File: src/hw/rtl/fqs_pkg.sv
`timescale 1ns / 1ps

package fqs_pkg;

   // operand split
   localparam int FRAC_W  = 32;
   localparam int VALUE_W = 64;
   localparam int ROOT_W  = 48;

   // first row: one quotient bit and one root bit per cell
   localparam int ROW_A_CELLS = 32;
   localparam int ROW_A_RAD_W = 64;

   // second row: root of 2^32 + quotient, 34-bit radicand, 17 root bits
   localparam int ROW_B_CELLS = 17;
   localparam int ROW_B_RAD_W = 34;

   localparam int PROD_W = FRAC_W + ROW_B_CELLS;

   // how the result of an item is formed
   typedef enum logic [1:0] {
      KIND_ZERO,
      KIND_NAN,
      KIND_SMALL,
      KIND_FULL
   } fqs_kind_type;

endpackage

File: src/hw/rtl/fqs_root_cell.sv
`timescale 1ns / 1ps

// one digit-by-digit square root step: one root bit per cell
module fqs_root_cell #(
   parameter int RAD_W = fqs_pkg::ROW_A_RAD_W,
   parameter int RES_W = fqs_pkg::ROW_A_CELLS
) (
   input  logic             clock,
   input  logic             en,
   input  logic [RAD_W-1:0] rad_i,
   input  logic [RES_W+1:0] rem_i,
   input  logic [RES_W-1:0] res_i,
   output logic [RAD_W-1:0] rad_o,
   output logic [RES_W+1:0] rem_o,
   output logic [RES_W-1:0] res_o
);
   logic [RES_W+1:0] rem_sh;
   logic [RES_W+1:0] trial;
   logic             ge;
   logic [RAD_W-1:0] rad_ff, rad_in;
   logic [RES_W+1:0] rem_ff, rem_in;
   logic [RES_W-1:0] res_ff, res_in;

   // bring down two radicand bits, compare against 4*root+1
   always_comb begin
      rem_sh = {rem_i[RES_W-1:0], rad_i[RAD_W-1:RAD_W-2]};
      trial  = {res_i, 2'b01};
      ge     = (rem_sh >= trial);
      rem_in = ge ? (rem_sh - trial) : rem_sh;
      res_in = {res_i[RES_W-2:0], ge};
      rad_in = {rad_i[RAD_W-3:0], 2'b00};
   end

   always_ff @(posedge clock) begin
      if (en) begin
         rad_ff <= rad_in;
         rem_ff <= rem_in;
         res_ff <= res_in;
      end
   end

   assign rad_o = rad_ff;
   assign rem_o = rem_ff;
   assign res_o = res_ff;

endmodule

File: config.mk
export PLATFORM = sky130hd
export DESIGN_NAME = fqs_root_cell
export DESIGN_NICKNAME = d
export VERILOG_FILES = /design/src/hw/rtl/fqs_pkg.sv /design/src/hw/rtl/fqs_root_cell.sv
export SDC_FILE = /design/constraint.sdc
export NUM_CORES = 1
export LEC_CHECK = 0
export ABC_CLOCK_PERIOD_IN_PS = 3300
export BUFFER_PORTS_ARGS = -buffer_cell sky130_fd_sc_hd__buf_2
export CAP_MARGIN = 10
export CORE_MARGIN = 5
export CORE_UTILIZATION = 35
export DETAILED_ROUTE_END_ITERATION = 12
export PLACE_DENSITY_LB_ADDON = 0.05
export SLEW_MARGIN = 20
export SYNTH_ARGS = -nofsm -noshare
export SYNTH_HDL_FRONTEND = slang
export SYNTH_SLANG_ARGS = --single-unit
File: constraint.sdc
create_clock -name clock -period 3.3 [get_ports clock]
set_input_delay 0.33 -clock clock [delete_from_list [all_inputs] [get_ports clock]]
set_output_delay 0.33 -clock clock [all_outputs]
set_load 0.005 [all_outputs]
==> impl_metrics.env, run 1 <==
export IMPL_post_dp_hpwl_um=13800
export IMPL_max_freq_mhz=362.1
export IMPL_core_area_mm2=0.01784
export IMPL_min_path_type="input port to flip-flop"
export IMPL_yosysSeqAreaShare_pct=60.96
export IMPL_rsz0062_at_grt="no"
export IMPL_die_h_um=144.2
export IMPL_yosys_warnings=0
export IMPL_cts_resized=0
export IMPL_ys_dominant_reg_cell="edfxtp_1"
export IMPL_die_w_um=144.2
export IMPL_synth_top_area_share_pct=60.96
export IMPL_dr_pass1_iters=4
export IMPL_io_pins=262
export IMPL_status="finished clean"
export IMPL_die_area_mm2=0.02080
export IMPL_cts_tree="yes"
export IMPL_slew_headroom_pct=64.33
export IMPL_routabilityCongestion=0.8712
export IMPL_worstSetupEndpointType="flip-flop"
export IMPL_avgSynthCellArea_um2=13.22
export IMPL_period_needed_ns=2.762
export IMPL_clk_path_buf_depth=2
export IMPL_critical_path_startpoint="rem_i[0]"
export IMPL_grt_max_degree=79
export IMPL_grt_pass1_vias=4946
export IMPL_crit_fanout=15
export IMPL_p_leak_uw=0.003838
export IMPL_synth_edf_count=128
export IMPL_grt_util_all_layers_pct=16.38
export IMPL_rows=49
export IMPL_powerDensity_mw_per_mm2=574.2
export IMPL_utilization_pct=48.36
export IMPL_yosysMostFrequentCell="edfxtp_1"
export IMPL_drt_vias_per_instance=4.843
export IMPL_cts_hold_buffers=0
export IMPL_cts_sinks=128
export IMPL_cp_start_kind="input port"
export IMPL_synth_seq_cells=128
export IMPL_setup_viol=0
export IMPL_tightest_slew_ns=0.5319
export IMPL_cp_data_required_time_ns=3.46
export IMPL_vias=4853
export IMPL_numCtsBuffers=17
export IMPL_holdWs_ns=0.08967
export IMPL_remaining_drc_errors=0
export IMPL_drive_gt1_share_pct=43.91
export IMPL_netlist_instances=477
export IMPL_fin_setup_tns_ns=0
export IMPL_crit_arrival_ns=2.92
export IMPL_min_period_over_period_pct=83.68
export IMPL_grt_overflow=0
export IMPL_path_clk_slew_ns=0.06
export IMPL_htree_levels=4
export IMPL_post_cts_buffers=0
export IMPL_maxCapViolCount=0
export IMPL_ir_drop_v=0.0003493
export IMPL_initial_core_util_pct=35.34
export IMPL_synthArstFlopShare_pct=0
export IMPL_drv_slew=0
export IMPL_io_buffers=257
export IMPL_endpoint="rem_o[25]"
export IMPL_wl_um=17510
export IMPL_ys_top_cells_by_area="edfxtp_1 61%, ha_1 6.7%, mux2_2 3.4%, a21oi_1 3.1%, inv_1 2.4%"
export IMPL_nets=926
export IMPL_synth_largest_area_cell="edfxtp_1"
export IMPL_clockRootBuffer="clkbuf_16"
export IMPL_grt_pass1_wl_um=26320
export IMPL_syn_to_final_growth_pct=36.85
export IMPL_hold_violations=0
export IMPL_worstSetupPathType="input port to flip-flop"
export IMPL_synth_common_cells="128 x edfxtp_1, 41 x inv_1, 39 x a21oi_1, 34 x ha_1, 23 x o21ai_0"
export IMPL_grt_antenna_before_repair=1
export IMPL_drtIter0Drc=244
export IMPL_netlist_area_mm2=0.006305
export IMPL_ys_types=60
export IMPL_routedWlPerCell_um=17.48
export IMPL_ant_nets=0
how the worst min path moves through the flow:
| stage | startpoint | end | slack (ns) | cells past startpoint |
|---|---|---|---|---|
| floorplan | rad_i[8] | rad_o[10] | 0.43 | 0 |
| global placement | rad_i[50] | rad_o[52] | 0.51 | 1 |
| detailed placement | rad_i[52] | rad_o[54] | 0.51 | 1 |
| CTS | rad_i[11] | rad_o[13] | 0.07 | 1 |
| global route | rad_i[11] | rad_o[13] | 0.06 | 1 |
| finish | rad_i[27] | rad_o[29] | 0.09 | 1 |
registers in the layout (all words and copies together), names as in the netlist:
name and cells:
res_o 32, rad_o 62, rem_o 34
through the flow:
stage               instance area, um^2  std cells  total power (uW)  setup slack, ns
floorplan                          6309        478              2495           0.3484
global placement                   7968        970              2893          0.08731
detailed placement                 7968        970              2900          0.09159
CTS                                8626       1001              5030           0.5350
global route                       8626       1001              5205           0.3317
finish                             8628       1002              4954           0.5384
power by group:
part | internal, uW | total, uW | switching, uW
registers | 1980 | 2010 | 33.4
logic | 401 | 845 | 444
clock network | 1350 | 2100 | 745
cells in the final DEF (no fill, tap or decap), types with 7 or more instances in the layout:
cell       netlist  routed
buf_2            1     256
edfxtp_1       128     128
inv_1           41      41
a21oi_1         39      39
ha_1            34      34
o21ai_0         23      23
nand2_1         21      21
mux2_2          19      19
a21o_1          17      17
nor2_1          17      17
xnor2_1         17      17
clkbuf_16        0      17
nand3_1         14      14
buf_4            3      12
nor3_1          11      11
xor2_1          10      10
and3_1           8       8
o21a_1           7       7
worst max-delay path, cell delays in order:
cell and delay (ns):
buf_2 0.11, ha_1 0.34, nor2b_1 0.16, o31a_1 0.28, o31ai_2 0.46, a2111oi_4 0.18, o21ai_2 0.29, a21boi_4 0.11
nor2_4 0.13, inv_2 0.07, buf_12 0.16, mux2_4 0.29
layer usage:
layer / wire [um] / vias to the layer above / track usage (%)
met5: 13 / - / 0
met4: 170 / 2 / 4.566
met3: 1637 / 16 / 5.721
met2: 8287 / 181 / 27.39
met1: 7402 / 2269 / 20.22
li1: - / 2385 / -
cell families (layout without fill, tap and decap cells):
group	after synthesis	in the layout	share of synthesized area, %
mux	22	22	4.108
other cells	1	3	0.05948
flops	128	128	60.96
xor+xnor	27	27	3.751
compound gates	124	124	13.32
fa+ha+maj	34	34	6.747
simple gates	90	90	7.442
buf+inv	51	345	3.612
area by class of cell:
type	instances	area [um^2]
diodes	1	2.502
clock buffers	17	425.4
clock inverters	14	232.7
fillers	1720	9213
inverters	42	157.7
multi-input cells	299	2237
flip-flops and latches	128	3844
well taps	229	286.5
repair buffers	272	1443
(Power assumes the default switching activity.)
==> run 2: changes to the inputs <==
Settings changed: ABC_CLOCK_PERIOD_IN_PS 3300 to 2350.
Clock period 3.3 ns to 2.35 ns, I/O delays scaled along.
==> run 2 against run 1 <==
Effect of this change: the run now ends with setup timing left; first-iteration DRC count down 34%; largest cell class unchanged; final area up 28%; count of clock-buffer cells in the layout grew 1; clock power grew 28%; highest routed layer unchanged; combinational power up 110%.
==> impl_metrics.env, run 2 (synthesis results as in run 1) <==
export IMPL_p_leak_uw=0.004939
export IMPL_vias=5677
export IMPL_drtIter0Drc=162
export IMPL_io_pins=262
export IMPL_ir_drop_v=0.0004706
export IMPL_powerDensity_mw_per_mm2=663.3
export IMPL_post_dp_hpwl_um=15270
export IMPL_crit_chain="buf_8 > ha_4 > buf_6 > a21o_1 > a31o_4 > nor3_4 > a2111oi_4 > o21ai_2 > a21boi_4 > nor2_4 > clkinv_4 > buf_16 > mux2_4"
export IMPL_hold_depth=1
export IMPL_io_buffers=257
export IMPL_cp_data_required_time_ns=2.51
export IMPL_die_area_mm2=0.02080
export IMPL_grt_pass1_wl_um=30060
export IMPL_period_needed_ns=2.380
export IMPL_grt_max_degree=45
export IMPL_rsz0062_at_grt="yes"
export IMPL_fin_setup_tns_ns=-0.4417
export IMPL_slew_headroom_pct=63.06
export IMPL_crit_arrival_ns=2.54
export IMPL_drv_slew=0
export IMPL_cts_sinks=128
export IMPL_cpMaxStageDelayCell="mux2_4"
export IMPL_die_h_um=144.2
export IMPL_setup_viol=22
export IMPL_clockRootBuffer="clkbuf_16"
export IMPL_hold_violations=0
export IMPL_holdWs_ns=0.01576
export IMPL_finalWorstSetupSlack_ns=-0.02959
export IMPL_clk_path_buf_depth=2
export IMPL_core_area_mm2=0.01784
export IMPL_fillers=1484
export IMPL_remaining_drc_errors=0
export IMPL_worstSetupEndpointType="flip-flop"
export IMPL_initial_core_util_pct=35.34
export IMPL_cts_tree="yes"
export IMPL_slowest_delay_ns=0.29
export IMPL_grt_util_all_layers_pct=18.59
export IMPL_die_w_um=144.2
export IMPL_final_common_cell="buf_2"
export IMPL_htree_levels=4
export IMPL_numCtsBuffers=17
export IMPL_path_clk_slew_ns=0.06
export IMPL_endpoint="rem_o[10]"
export IMPL_nets=1136
export IMPL_grt_antenna_before_repair=2
export IMPL_drive_gt1_share_pct=53.92
export IMPL_status="complete, but fails checks"
export IMPL_grt_pass1_vias=5791
export IMPL_min_period_over_period_pct=101.3
export IMPL_ant_nets=0
export IMPL_routabilityCongestion=0.8533
export IMPL_max_freq_mhz=420.2
export IMPL_largest_reg_flops=62
export IMPL_wl_um=20480
export IMPL_routedWlPerCell_um=16.88
export IMPL_maxCapViolCount=0
export IMPL_tightest_slew_ns=0.5483
export IMPL_layout_common_cells="247 x buf_2, 141 x buf_4, 128 x edfxtp_1"
export IMPL_cp_start_kind="input port"
export IMPL_rows=49
export IMPL_critical_path_startpoint="rem_i[5]"
export IMPL_drt_vias_per_instance=4.680
export IMPL_grt_overflow=0
export IMPL_crit_fanout=8
export IMPL_dr_pass1_iters=4
export IMPL_worstSetupPathType="input port to flip-flop"
export IMPL_min_path_type="input port to flip-flop"
export IMPL_violations="setup timing"
export IMPL_syn_to_final_growth_pct=74.62
## run 2: layer usage
layer	track usage (%)	vias to the layer above	wire, um
met3	4.464	19	1462
met1	22.10	2668	8383
met5	0	-	20
met2	33.56	180	10390
met4	5.253	2	219
li1	-	2808	-
## run 2: worst max-delay path: cells and delay by family
| family | cells | cell delay, ns |
|---|---|---|
| buffers and inverters | 4 | 0.53 |
| adders and majority gates | 1 | 0.24 |
| and+or+nand+nor | 2 | 0.35 |
| AOI/OAI and AO/OA | 5 | 0.88 |
| muxes | 1 | 0.29 |
## run 2: how the worst min path moves through the flow
| stage | slack, ns | from | endpoint |
|---|---|---|---|
| 2_1_floorplan | 0.33 | rad_i[8] | rad_o[10] |
| 3_3_place_gp | 0.41 | rad_i[6] | rad_o[8] |
| 3_5_place_dp | 0.41 | rad_i[42] | rad_o[44] |
| 4_1_cts | 0.0004 | rad_i[16] | rad_o[18] |
| 5_1_grt | 0.001 | res_i[11] | res_o[12] |
| 6_report | 0.02 | res_i[30] | res_o[31] |
## run 2: stage by stage
stage	instance area [um^2]	util, %	power, uW	cells	setup slack, ns
floorplan	6461	-	3541	478	-0.3937
global placement	9039	50.66	4350	1091	-0.6864
detailed placement	9039	50.66	4361	1091	-0.8132
CTS	10570	59.23	7260	1196	-0.02448
global route	11010	61.71	7660	1213	-0.1207
finish	11010	61.71	7302	1213	-0.02959
## run 2: cell type report
cell class	instances	area [um^2]	area share (%)
Sequential cell	128	3844	34.91
Multi-Input combinational cell	299	2745	24.93
Antenna cell	1	2.502	0.02273
Clock buffer	18	429.2	3.898
Inverter	42	182.7	1.659
Tap cell	229	286.5	2.603
Clock inverter	14	166.4	1.512
Timing Repair Buffer	482	3353	30.46
## run 2: where the power goes
part | switching (uW) | internal (uW) | total (uW)
clock network | 1090 | 1600 | 2680
logic | 799 | 992 | 1790
registers | 52.7 | 2780 | 2830
total | 1940 | 5360 | 7300
## run 2: what timing repair did
action,4_1_cts,5_1_grt
endpoints found under the setup margin,25,29
gates resized for setup,38,53
hold buffers,70,6
pin swaps,17,25
setup buffers,3,8
endpoints found under the hold margin,70,6
gates cloned,1,2
