===== src/hw/rtl/fqs_pkg.sv =====
`timescale 1ns / 1ps

package fqs_pkg;

   // operand split
   localparam int FRAC_W  = 32;
   localparam int VALUE_W = 64;
   localparam int ROOT_W  = 48;

   // first row: one quotient bit and one root bit per cell
   localparam int ROW_A_CELLS = 32;
   localparam int ROW_A_RAD_W = 64;

   // second row: root of 2^32 + quotient, 34-bit radicand, 17 root bits
   localparam int ROW_B_CELLS = 17;
   localparam int ROW_B_RAD_W = 34;

   localparam int PROD_W = FRAC_W + ROW_B_CELLS;

   // how the result of an item is formed
   typedef enum logic [1:0] {
      KIND_ZERO,
      KIND_NAN,
      KIND_SMALL,
      KIND_FULL
   } fqs_kind_type;

endpackage


===== src/hw/rtl/fqs_div_cell.sv =====
`timescale 1ns / 1ps

// one restoring division step: one quotient bit per cell
module fqs_div_cell (
   input  logic                      clock,
   input  logic                      en,
   input  logic [fqs_pkg::FRAC_W-1:0] rem_i,
   input  logic [fqs_pkg::FRAC_W-1:0] dq_i,
   input  logic [fqs_pkg::FRAC_W-1:0] dvs_i,
   output logic [fqs_pkg::FRAC_W-1:0] rem_o,
   output logic [fqs_pkg::FRAC_W-1:0] dq_o,
   output logic [fqs_pkg::FRAC_W-1:0] dvs_o
);
   import fqs_pkg::*;

   logic [FRAC_W:0]   rem_sh;
   logic [FRAC_W:0]   diff;
   logic              ge;
   logic [FRAC_W-1:0] rem_ff, rem_in;
   logic [FRAC_W-1:0] dq_ff, dq_in;
   logic [FRAC_W-1:0] dvs_ff;

   // shift in the next dividend bit and try the subtract
   always_comb begin
      rem_sh = {rem_i, dq_i[FRAC_W-1]};
      diff   = rem_sh - {1'b0, dvs_i};
      ge     = (rem_sh >= {1'b0, dvs_i});
      rem_in = ge ? diff[FRAC_W-1:0] : rem_sh[FRAC_W-1:0];
      dq_in  = {dq_i[FRAC_W-2:0], ge};
   end

   always_ff @(posedge clock) begin
      if (en) begin
         rem_ff <= rem_in;
         dq_ff  <= dq_in;
         dvs_ff <= dvs_i;
      end
   end

   assign rem_o = rem_ff;
   assign dq_o  = dq_ff;
   assign dvs_o = dvs_ff;

endmodule


===== config.mk =====
export PLATFORM = sky130hd
export DESIGN_NAME = fqs_div_cell
export DESIGN_NICKNAME = d
export VERILOG_FILES = /design/src/hw/rtl/fqs_pkg.sv /design/src/hw/rtl/fqs_div_cell.sv
export SDC_FILE = /design/constraint.sdc
export NUM_CORES = 1
export LEC_CHECK = 0
export BUFFER_PORTS_ARGS = -buffer_cell sky130_fd_sc_hd__buf_2
export CORE_ASPECT_RATIO = 1.4
export CORE_UTILIZATION = 25
export DETAILED_ROUTE_END_ITERATION = 6
export SYNTH_ARGS = -nofsm -noshare
export SYNTH_HDL_FRONTEND = slang
export SYNTH_SLANG_ARGS = --single-unit

===== constraint.sdc =====
create_clock -name clock -period 3.8 [get_ports clock]
set_input_delay 0.76 -clock clock [delete_from_list [all_inputs] [get_ports clock]]
set_output_delay 0.76 -clock clock [all_outputs]
set_load 0.005 [all_outputs]

==> results of run 1 <==
-- per-stage QoR --
step	TNS (ns)	worst slack, ns	hold WS, ns
after CTS	0	0.409	0.565
after detailed placement	0	0.0140	0.940
after floorplan	0	0.688	0.859
after global placement	-0.00819	-0.00819	0.936
after global routing	0	0.365	0.561
final	0	0.347	0.580
-- cells by family after synthesis --
family | share of synthesized area [%]
AO/OA/AOI/OAI | 14.0
AND/OR/NAND/NOR | 10.0
flip-flops | 55.3
buffers and inverters | 5.45
adder cells (fa/ha/maj) | 8.07
XOR/XNOR | 4.37
multiplexers | 2.69
-- path summary, 6_finish.rpt --
path | cells after the start | start | end | slack (ns)
max | 11 | dvs_i[12] | rem_o[31] | 0.35
min | 1 | dq_i[13] | dq_o[14] | 0.58
-- report_power, final --
part           total [uW]  internal [uW]  leakage [uW]  switching, uW
sequential           1330           1310      0.000940           23.9
clock                1000            581      0.000157            422
combinational         670            307       0.00191            363
-- synthesized netlist by cell type, drive strengths merged (2+ instances only) --
master,instances,area share (%)
nor2,37,2.7
mux2,8,2.3
buf,11,1.7
nand2,24,1.7
a31oi,2,0.24
or3,2,0.24
a31o,2,0.34
o211ai,2,0.29
o31ai,7,1.0
o21a,6,0.86
o21bai,5,0.72
nor4b,2,0.34
xnor2,16,2.7
inv,46,3.3
nand4b,2,0.34
nor2b,2,0.24
edfxtp,96,55
nand3,8,0.77
clkbuf,6,0.43
nand2b,7,0.84
a21oi,55,5.4
nor3,3,0.29
and2,3,0.36
ha,32,7.7
mux2i,2,0.38
nand4,8,0.96
a21o,8,1.2
o21ai,21,2.0
a211oi,3,0.43
or2,2,0.24
xor2,10,1.7
a2111oi,4,0.70
and3,2,0.24
-- flip-flops by register name, indices dropped and copies added (netlist names) --
signal  cells
rem_o      32
dq_o       32
dvs_o      32
-- final cells by class --
cell class / instances / area share (%)
timing repair buffer: 198 / 15.4
sequential: 96 / 42.5
tap: 256 / 4.72
inverter: 46 / 2.55
clock buffer: 10 / 3.38
clock inverter: 6 / 1.35
multi-input combinational: 296 / 30.1
-- layer usage --
metal | global-route usage (%) | part of all wire, % | vias up
met4 | 4.71 | 2.1 | 0
met1 | 14.9 | 39 | 1894
met3 | 2.97 | 6.8 | 16
met2 | 24.2 | 52 | 153
li1 | - | - | 2041
met5 | 0 | 0 | -
-- worst max-delay path, cell delays in order --
cell,delay (ns)
buf_2,0.09
inv_1,0.04
ha_1,0.37
a21oi_1,0.30
nand2_1,0.11
a2111oi_0,0.36
nor2_1,0.21
a2111oi_0,0.69
o31ai_1,0.17
xor2_1,0.17
mux2_4,0.26
==> run summary, run 1 <==
====================================================================================
Count of input and output buffers                                                193
Initial detailed-routing violation count                                         145
Total via count after detailed routing                                          4104
Class of the most critical setup path                                   input pin to flip-flop
Last weighted congestion value of the routability-driven placer                0.855
Number of hold buffers added after cts                                             0
Highest net fanout along the worst path                                            6
Wire length of the first global-routing pass                                 21.3 mm
P_leak                                                                    0.00301 uW
Placed wire-length estimate                                                  11.2 mm
Full die area                                                            21400 sq um
Antenna diodes                                                                     0
Root cell of the clock tree                                                clkbuf_16
TritonCTS Buffers                                                                  9
Clock H-tree levels                                                                3
Placed cell count                                                                892
WP data required                                                             3.90 ns
Worst Max-Slew Pin Slew                                                     0.874 ns
Quantity of gates resized following cts                                            0
Average routed wire per standard cell                                   15.6 microns
Share of flip-flops with an asynchronous set or reset after synthesis             0%
Final WL                                                                     14.2 mm
Power density over the cells                                             443 nW/um^2
Fill cell count                                                                 2130
Total clock sinks                                                                 96
Warnings from Yosys                                                                0
Number of maximum-capacitance constraint violations                                0
TritonCTS clock tree                                                           built
Final min period                                                             3.45 ns
Nets in the synthesized netlist                                                  586
PnR Total Power                                                              3000 uW
Number of global-route vias before repair                                       3996
Hold Crit Class                                                         input pin to flip-flop
Overall global routing resource usage                                          13.3%
Fraction of final layout cells sized beyond drive strength 1                   35.0%
Antenna violation net count after detailed routing                                 0
Total grt overflow                                                                 0
Synth Flop Type                                                             edfxtp_1
DR pass1 iterations                                                                4
Number of top-level pins                                                         194
Peak clock frequency supported by timing                                   0.290 GHz
Result of the run                                                       complete, no violations
Critical Path Start Type                                                   input pin
Non-Filler Cell Area, Final                                               6780 sq um
Most frequent cells in the layout                                       buf_2, edfxtp_1, a21oi_1
Area after DPL                                                            6460 sq um
Number of flip-flops and latches in the synthesized netlist                       96
Number of antenna violations at the first check in global routing                  0
Fraction of the cycle the final worst path needs                               90.9%
Final Hold Violating Endpoints                                                     0
Relative max-transition margin                                                 41.7%
Starting density of the core                                                   25.4%
Reg area                                                                  2880 sq um
DRC Markers                                                                        0
Vertical extent of the die                                               173 microns
Post-Synthesis Cells                                                             455
Post-layout util                                                               33.1%
Floorplan die width                                                      124 microns
VDD IR-drop max                                                           0.000165 V
Max-slew violation total from the final report                                     0
Core box area                                                            20500 sq um
Final setup violation count                                                        0
Number of synthesized flops with an enable pin                                    96
Area growth from synthesis to final layout                                     30.2%
Nets@finish                                                                      778
Number of post-CTS setup repair buffers                                            0
Average cell area after synthesis                                         11.5 sq um
Clock slew seen by the registers of the worst setup and hold paths           0.07 ns
Kind of end point of the critical path                                     flip-flop
Data arrival, critical path                                                  3.56 ns
Final cell count without fillers                                                 908
FP Rows                                                                           62
Fraction of the yosys area taken by sequential cells                           55.3%
Longest Clk Path Bufs                                                              2
Pin count of the biggest net entering global routing                              65
Routed via count divided by cell count                                          4.52
Synthesized area                                                          5210 sq um
Combined area of the multi-input logic cells                              2040 sq um
Most common cell after layout, fill and taps aside                             buf_2
RSZ-0062 raised after global routing                                           false
Cell variety after synth                                                          49
====================================================================================
(Power assumes the default switching activity.)
==> inputs of run 2 (changes only) <==
- CTS_BUF_LIST: default -> sky130_fd_sc_hd__clkbuf_16
- RECOVER_POWER: default -> 50
==> run 2 against run 1 <==
Compared with the run above: the flow now finishes with violations (capacitance limit, slew limit); critical path depth is the same; sequential power barely moved; fmax fell by 0.85%; utilization shrank 0.22 points; die area stayed put; first-iteration DRC count increased by 3.4%; clock-buffer cell count fell by 1; clock power about the same; cell count unchanged; sequential cell count is the same.
==> run summary, run 2 (synthesis gave the netlist of run 1 again) <==
=================================================================================
Cell class contributing the biggest share of worst-path delay        compound AO/OA/AOI/OAI gates
Vertical extent of the die                                            173 microns   unchanged
Non-Filler Cell Area, Final                                            6740 sq um   -0.66%
Kind of end point of the critical path                                  flip-flop
Area growth from synthesis to final layout                                  29.3%
Area after DPL                                                         6460 sq um   unchanged
P_leak                                                                 0.00292 uW   -3.0%
Wire length of the first global-routing pass                              21.3 mm   unchanged
Combined area of the multi-input logic cells                           2040 sq um   unchanged
Total grt overflow                                                              0   unchanged
Worst Max-Slew Pin Slew                                                   1.71 ns   +0.831 ns
Clock slew seen by the registers of the worst setup and hold paths        0.07 ns   about the same
Fill cell count                                                              2145   +0.70%
Clock H-tree levels                                                             3   unchanged
Number of hold buffers added after cts                                          0   unchanged
Core box area                                                         20500 sq um   unchanged
DRC Markers                                                                     0   unchanged
Fraction of the cycle the final worst path needs                            91.6%   +0.78 points
Most common cell after layout, fill and taps aside                          buf_2
Final Hold Violating Endpoints                                                  0   unchanged
Full die area                                                         21400 sq um   unchanged
Quantity of gates resized following cts                                         0   unchanged
VDD IR-drop max                                                        0.000165 V   +0.19%
Starting density of the core                                                25.4%   unchanged
Result of the run                                                    finished with violations
Antenna diodes                                                                  0   unchanged
Slowest stage cell on the critical path                                 a2111oi_0
Number of post-CTS setup repair buffers                                         0   unchanged
Worst setup path end                                                    rem_o[31]
Number of maximum-capacitance constraint violations                             1   +1
Failing checks                                                       capacitance limit, slew limit
Root cell of the clock tree                                             clkbuf_16
Highest net fanout along the worst path                                         6   unchanged
Last weighted congestion value of the routability-driven placer             0.855   unchanged
Largest stage delay, worst path                                           0.68 ns   about the same
Logic depth of the worst path, buffers included                                11   unchanged
Setup total negative slack                                                   0 ns   unchanged
Placed wire-length estimate                                               11.2 mm   unchanged
Fraction of final layout cells sized beyond drive strength 1                29.8%   -5.2 points
Reg area                                                               2880 sq um   unchanged
Relative max-transition margin                                             -13.7%   -55 points
Longest Clk Path Bufs                                                           2   unchanged
Nets@finish                                                                   778   unchanged
Total via count after detailed routing                                       4096   -0.19%
Pin count of the biggest net entering global routing                           65   unchanged
Final min period                                                          3.48 ns   +0.0295 ns
Number of top-level pins                                                      194   unchanged
RSZ-0062 raised after global routing                                        false
Critical Path Start Type                                                input pin
Final setup violation count                                                     0   unchanged
Worst-path cell chain                                                clkbuf_1 > inv_1 > ha_1 > a21oi_1 > nand2_1 > a2111oi_0 > nor2_1 > a2111oi_0 > o31ai_1 > xor2_1 > mux2_4
Cell type with the highest occurrence count on the critical path        a2111oi_0
Most frequent cells in the layout                                    buf_2, edfxtp_1, a21oi_1
Routed via count divided by cell count                                       4.51   -0.19%
TritonCTS Buffers                                                               9   unchanged
FP Rows                                                                        62   unchanged
Launching element of the worst setup path                               dvs_i[12]
Initial detailed-routing violation count                                      150   +3.4%
Max-slew violation total from the final report                                 64   +64
Number of antenna violations at the first check in global routing               0   unchanged
Data arrival, critical path                                               3.59 ns   +0.03 ns
Average routed wire per standard cell                                15.6 microns   -0.17%
Power density over the cells                                          445 nW/um^2   +0.38%
Floorplan die width                                                   124 microns   unchanged
Number of global-route vias before repair                                    3996   unchanged
Peak clock frequency supported by timing                                0.287 GHz   -0.85%
Final WL                                                                  14.1 mm   -0.17%
Total clock sinks                                                              96   unchanged
TritonCTS clock tree                                                        built
Antenna violation net count after detailed routing                              0   unchanged
Count of input and output buffers                                             193   unchanged
Hold Crit Class                                                      input pin to flip-flop
Crit path buffers/inverters                                                     2   unchanged
Class of the most critical setup path                                input pin to flip-flop
Overall global routing resource usage                                       13.3%   unchanged
DR pass1 iterations                                                             4   unchanged
WP data required                                                          3.91 ns   about the same
=================================================================================
==> run 2: changes by cell type in the layout (fill, tap and decap cells not counted) <==
cell      delta
buf_4        -1
buf_1        +2
clkbuf_2     +1
clkbuf_1    +31
buf_2       -34
inv_1        +1
==> run 2: per-layer routing <==
metal | vias to the layer above | GRT usage (%) | part of all wire (%)
met3 | 16 | 2.97 | 6.6
met2 | 153 | 24.2 | 52
li1 | 2041 | - | -
met5 | - | 0 | 0
met1 | 1886 | 14.9 | 39
met4 | 0 | 4.71 | 2.1
==> run 2: layout make-up <==
class                           count  share of cell area [%]
Tap cell                          256                    4.75
Inverter                           46                    2.56
Timing Repair Buffer              198                    14.8
Multi-Input combinational cell    296                    30.3
Clock buffer                        9                    3.34
Clock inverter                      7                    1.41
Sequential cell                    96                    42.8
==> run 2: metrics by stage <==
stage | utilization [%] | total power (uW) | std cells | setup WS, ns | hold slack, ns
6_report | 32.9 | 3000 | 908 | 0.318 | 0.580
5_1_grt | 32.9 | 3150 | 908 | 0.315 | 0.561
4_1_cts | 33.1 | 3050 | 908 | 0.409 | 0.565
3_5_place_dp | 31.6 | 2040 | 892 | 0.0140 | 0.940
3_3_place_gp | 31.6 | 2030 | 892 | -0.00819 | 0.936
2_1_floorplan | - | 1740 | 455 | 0.688 | 0.859
==> run 2: where the power goes <==
part           internal [uW]  switching [uW]
Combinational            299             363
Clock                    579             422
Sequential              1310            24.4
Total                   2190             810
==> run 2: worst min-delay path by stage <==
stage	start	to	slack (ns)	cells after the start
finish	dq_i[13]	dq_o[14]	0.58	1
global route	dq_i[13]	dq_o[14]	0.56	1
CTS	dq_i[13]	dq_o[14]	0.56	1
detailed placement	dq_i[13]	dq_o[14]	0.94	1
global placement	dq_i[10]	dq_o[11]	0.94	1
floorplan	dq_i[9]	dq_o[10]	0.86	0
==> inputs of run 3 (changes only) <==
- CORE_ASPECT_RATIO: 1.4 -> default
==> run 3 against run 2 <==
Compared with the run above: the flow still finishes with violations (capacitance limit, slew limit); clock power about the same; non-clock buffer count up 8; cell count increased by 2.4%; hold slack worse by 0.0054 ns; worst setup slack better by 0.18 ns; final area grew 0.39%; via count fell by 0.34%; utilization is 0.31 points higher; sequential power is essentially flat; total power is 1.1% lower; clock-buffer cell count unchanged.
==> run summary, run 3 (synthesis gave the netlist of run 1 again) <==
=================================================================================
Result of the run                                                    finished with violations
Failing checks                                                       capacitance limit, slew limit
Count of input and output buffers                                             193   unchanged
Full die area                                                         21400 sq um   about the same
Max-slew violation total from the final report                                 80   +25%
Class of the most critical setup path                                input pin to flip-flop
Most common cell after layout, fill and taps aside                          buf_2
Nets@finish                                                                   786   +1.0%
Number of hold buffers added after cts                                          0   unchanged
Number of top-level pins                                                      194   unchanged
DR pass1 iterations                                                             4   unchanged
RSZ-0062 raised after global routing                                        false
Final min period                                                          3.30 ns   -0.185 ns
Fraction of power consumed by sequential logic                              45.0%   +0.5 points
Area growth from synthesis to final layout                                  29.9%
VDD IR-drop max                                                        0.000203 V   +23%
DRC Markers                                                                     0   unchanged
Initial detailed-routing violation count                                      177   +18%
Starting density of the core                                                25.6%   +0.14 points
Power density over the cells                                          438 nW/um^2   -1.5%
Number of maximum-capacitance constraint violations                             1   unchanged
Last weighted congestion value of the routability-driven placer             0.808   -5.5%
Number of post-CTS setup repair buffers                                         0   unchanged
Total via count after detailed routing                                       4082   -0.34%
Pin count of the biggest net entering global routing                           80   +23%
Relative max-transition margin                                             -35.7%   -22 points
Quantity of gates resized following cts                                         0   unchanged
Overall global routing resource usage                                       12.8%   -0.53 points
Final WL                                                                  13.6 mm   -4.0%
Vertical extent of the die                                            146 microns   -15%
Total clock sinks                                                              96   unchanged
Peak clock frequency supported by timing                                0.303 GHz   +5.6%
Average routed wire per standard cell                                14.6 microns   -6.2%
Number of global-route vias before repair                                    4074   +2.0%
Critical Path Start Type                                                input pin
Routed via count divided by cell count                                       4.39   -2.7%
NetSw                                                                      828 uW   +2.2%
Worst Max-Slew Pin Slew                                                   2.04 ns   +0.331 ns
Floorplan die width                                                   146 microns   +18%
Fraction of the cycle the final worst path needs                            86.8%   -4.9 points
Final Hold Violating Endpoints                                                  0   unchanged
Wire length of the first global-routing pass                              21.2 mm   -0.62%
Antenna violation net count after detailed routing                              0   unchanged
Logic pwr share                                                             22.4%   +0.3 points
PnR Total Power                                                           2960 uW   -1.1%
Clock slew seen by the registers of the worst setup and hold paths        0.08 ns   about the same
Data arrival, critical path                                               3.41 ns   -0.18 ns
Clock power frac                                                            32.6%   -0.8 points
TritonCTS clock tree                                                        built
WP data required                                                          3.91 ns   about the same
Internal Dissipation                                                      2130 uW   -2.4%
Setup total negative slack                                                   0 ns   unchanged
Clock H-tree levels                                                             3   unchanged
Placed wire-length estimate                                               10.6 mm   -5.5%
Longest Clk Path Bufs                                                           2   unchanged
Most frequent cells in the layout                                    buf_2, edfxtp_1, a21oi_1
Core box area                                                         20400 sq um   -0.56%
Highest net fanout along the worst path                                        14   +8
P_leak                                                                 0.00290 uW   -0.73%
Fraction of final layout cells sized beyond drive strength 1                28.6%   -1.1 points
FP Rows                                                                        52   -16%
TritonCTS Buffers                                                               9   unchanged
Switching part of the total                                                 27.9%   +0.92 points
Kind of end point of the critical path                                  flip-flop
Antenna diodes                                                                  0   unchanged
Total grt overflow                                                              0   unchanged
Final setup violation count                                                     0   unchanged
Number of antenna violations at the first check in global routing               0   unchanged
Root cell of the clock tree                                             clkbuf_16
Hold Crit Class                                                      input pin to flip-flop
=================================================================================
-- run 3: cell types whose count changed in the layout (fill, tap and decap cells not counted), sizes merged --
cell / change
bufinv: -1
clkinv: -1
clkbuf: +16
inv: +1
buf: -8
clkinvlp: +1
-- run 3: power by group through the flow --
stage	Sequential [uW]	Combinational (uW)	Clock, uW
4_1_cts	1330	681	999
2_1_floorplan	1380	365	0
6_report	1330	663	966
5_1_grt	1350	741	1030
3_3_place_gp	1350	675	0
3_5_place_dp	1350	675	0
-- run 3: metrics by stage --
step | utilization (%) | setup slack (ns) | hold slack, ns | std cells | area (sq um)
4_1_cts | 33.5 | 0.483 | 0.560 | 930 | 6830
3_5_place_dp | 32.0 | 0.150 | 0.938 | 914 | 6520
2_1_floorplan | - | 0.688 | 0.859 | 455 | 5210
6_report | 33.2 | 0.503 | 0.575 | 930 | 6770
5_1_grt | 33.2 | 0.203 | 0.561 | 930 | 6770
3_3_place_gp | 32.0 | 0.167 | 0.936 | 914 | 6520
-- run 3: layout make-up --
class	instances	area (sq um)
fillers	2097	13600
flip-flops and latches	96	2880
inverters	46	173
clock inverters	7	86.3
repair buffers	206	1020
clock buffers	9	225
multi-input cells	296	2040
well taps	270	338
-- run 3: final timing paths --
kind | start | end | slack, ns | cells after the start
hold / removal | dq_i[21] | dq_o[22] | 0.57 | 1
setup / recovery | dvs_i[23] | rem_o[23] | 0.50 | 10
-- run 3: critical path, stage by stage --
cell	delay (ns)
buf_2	0.09
inv_1	0.04
ha_1	0.41
and3_1	0.33
nand4_1	0.21
nor4b_1	0.43
a21o_1	0.20
o21a_2	0.37
buf_4	0.25
mux2_4	0.31
-- run 3: per-layer routing --
| layer | GRT usage (%) | part of all wire (%) | up-vias |
|---|---|---|---|
| li1 | - | - | 2055 |
| met1 | 16.2 | 47 | 1867 |
| met2 | 20.8 | 45 | 148 |
| met3 | 3.56 | 7.2 | 12 |
| met4 | 4.69 | 1.4 | 0 |
| met5 | 0 | 0 | - |
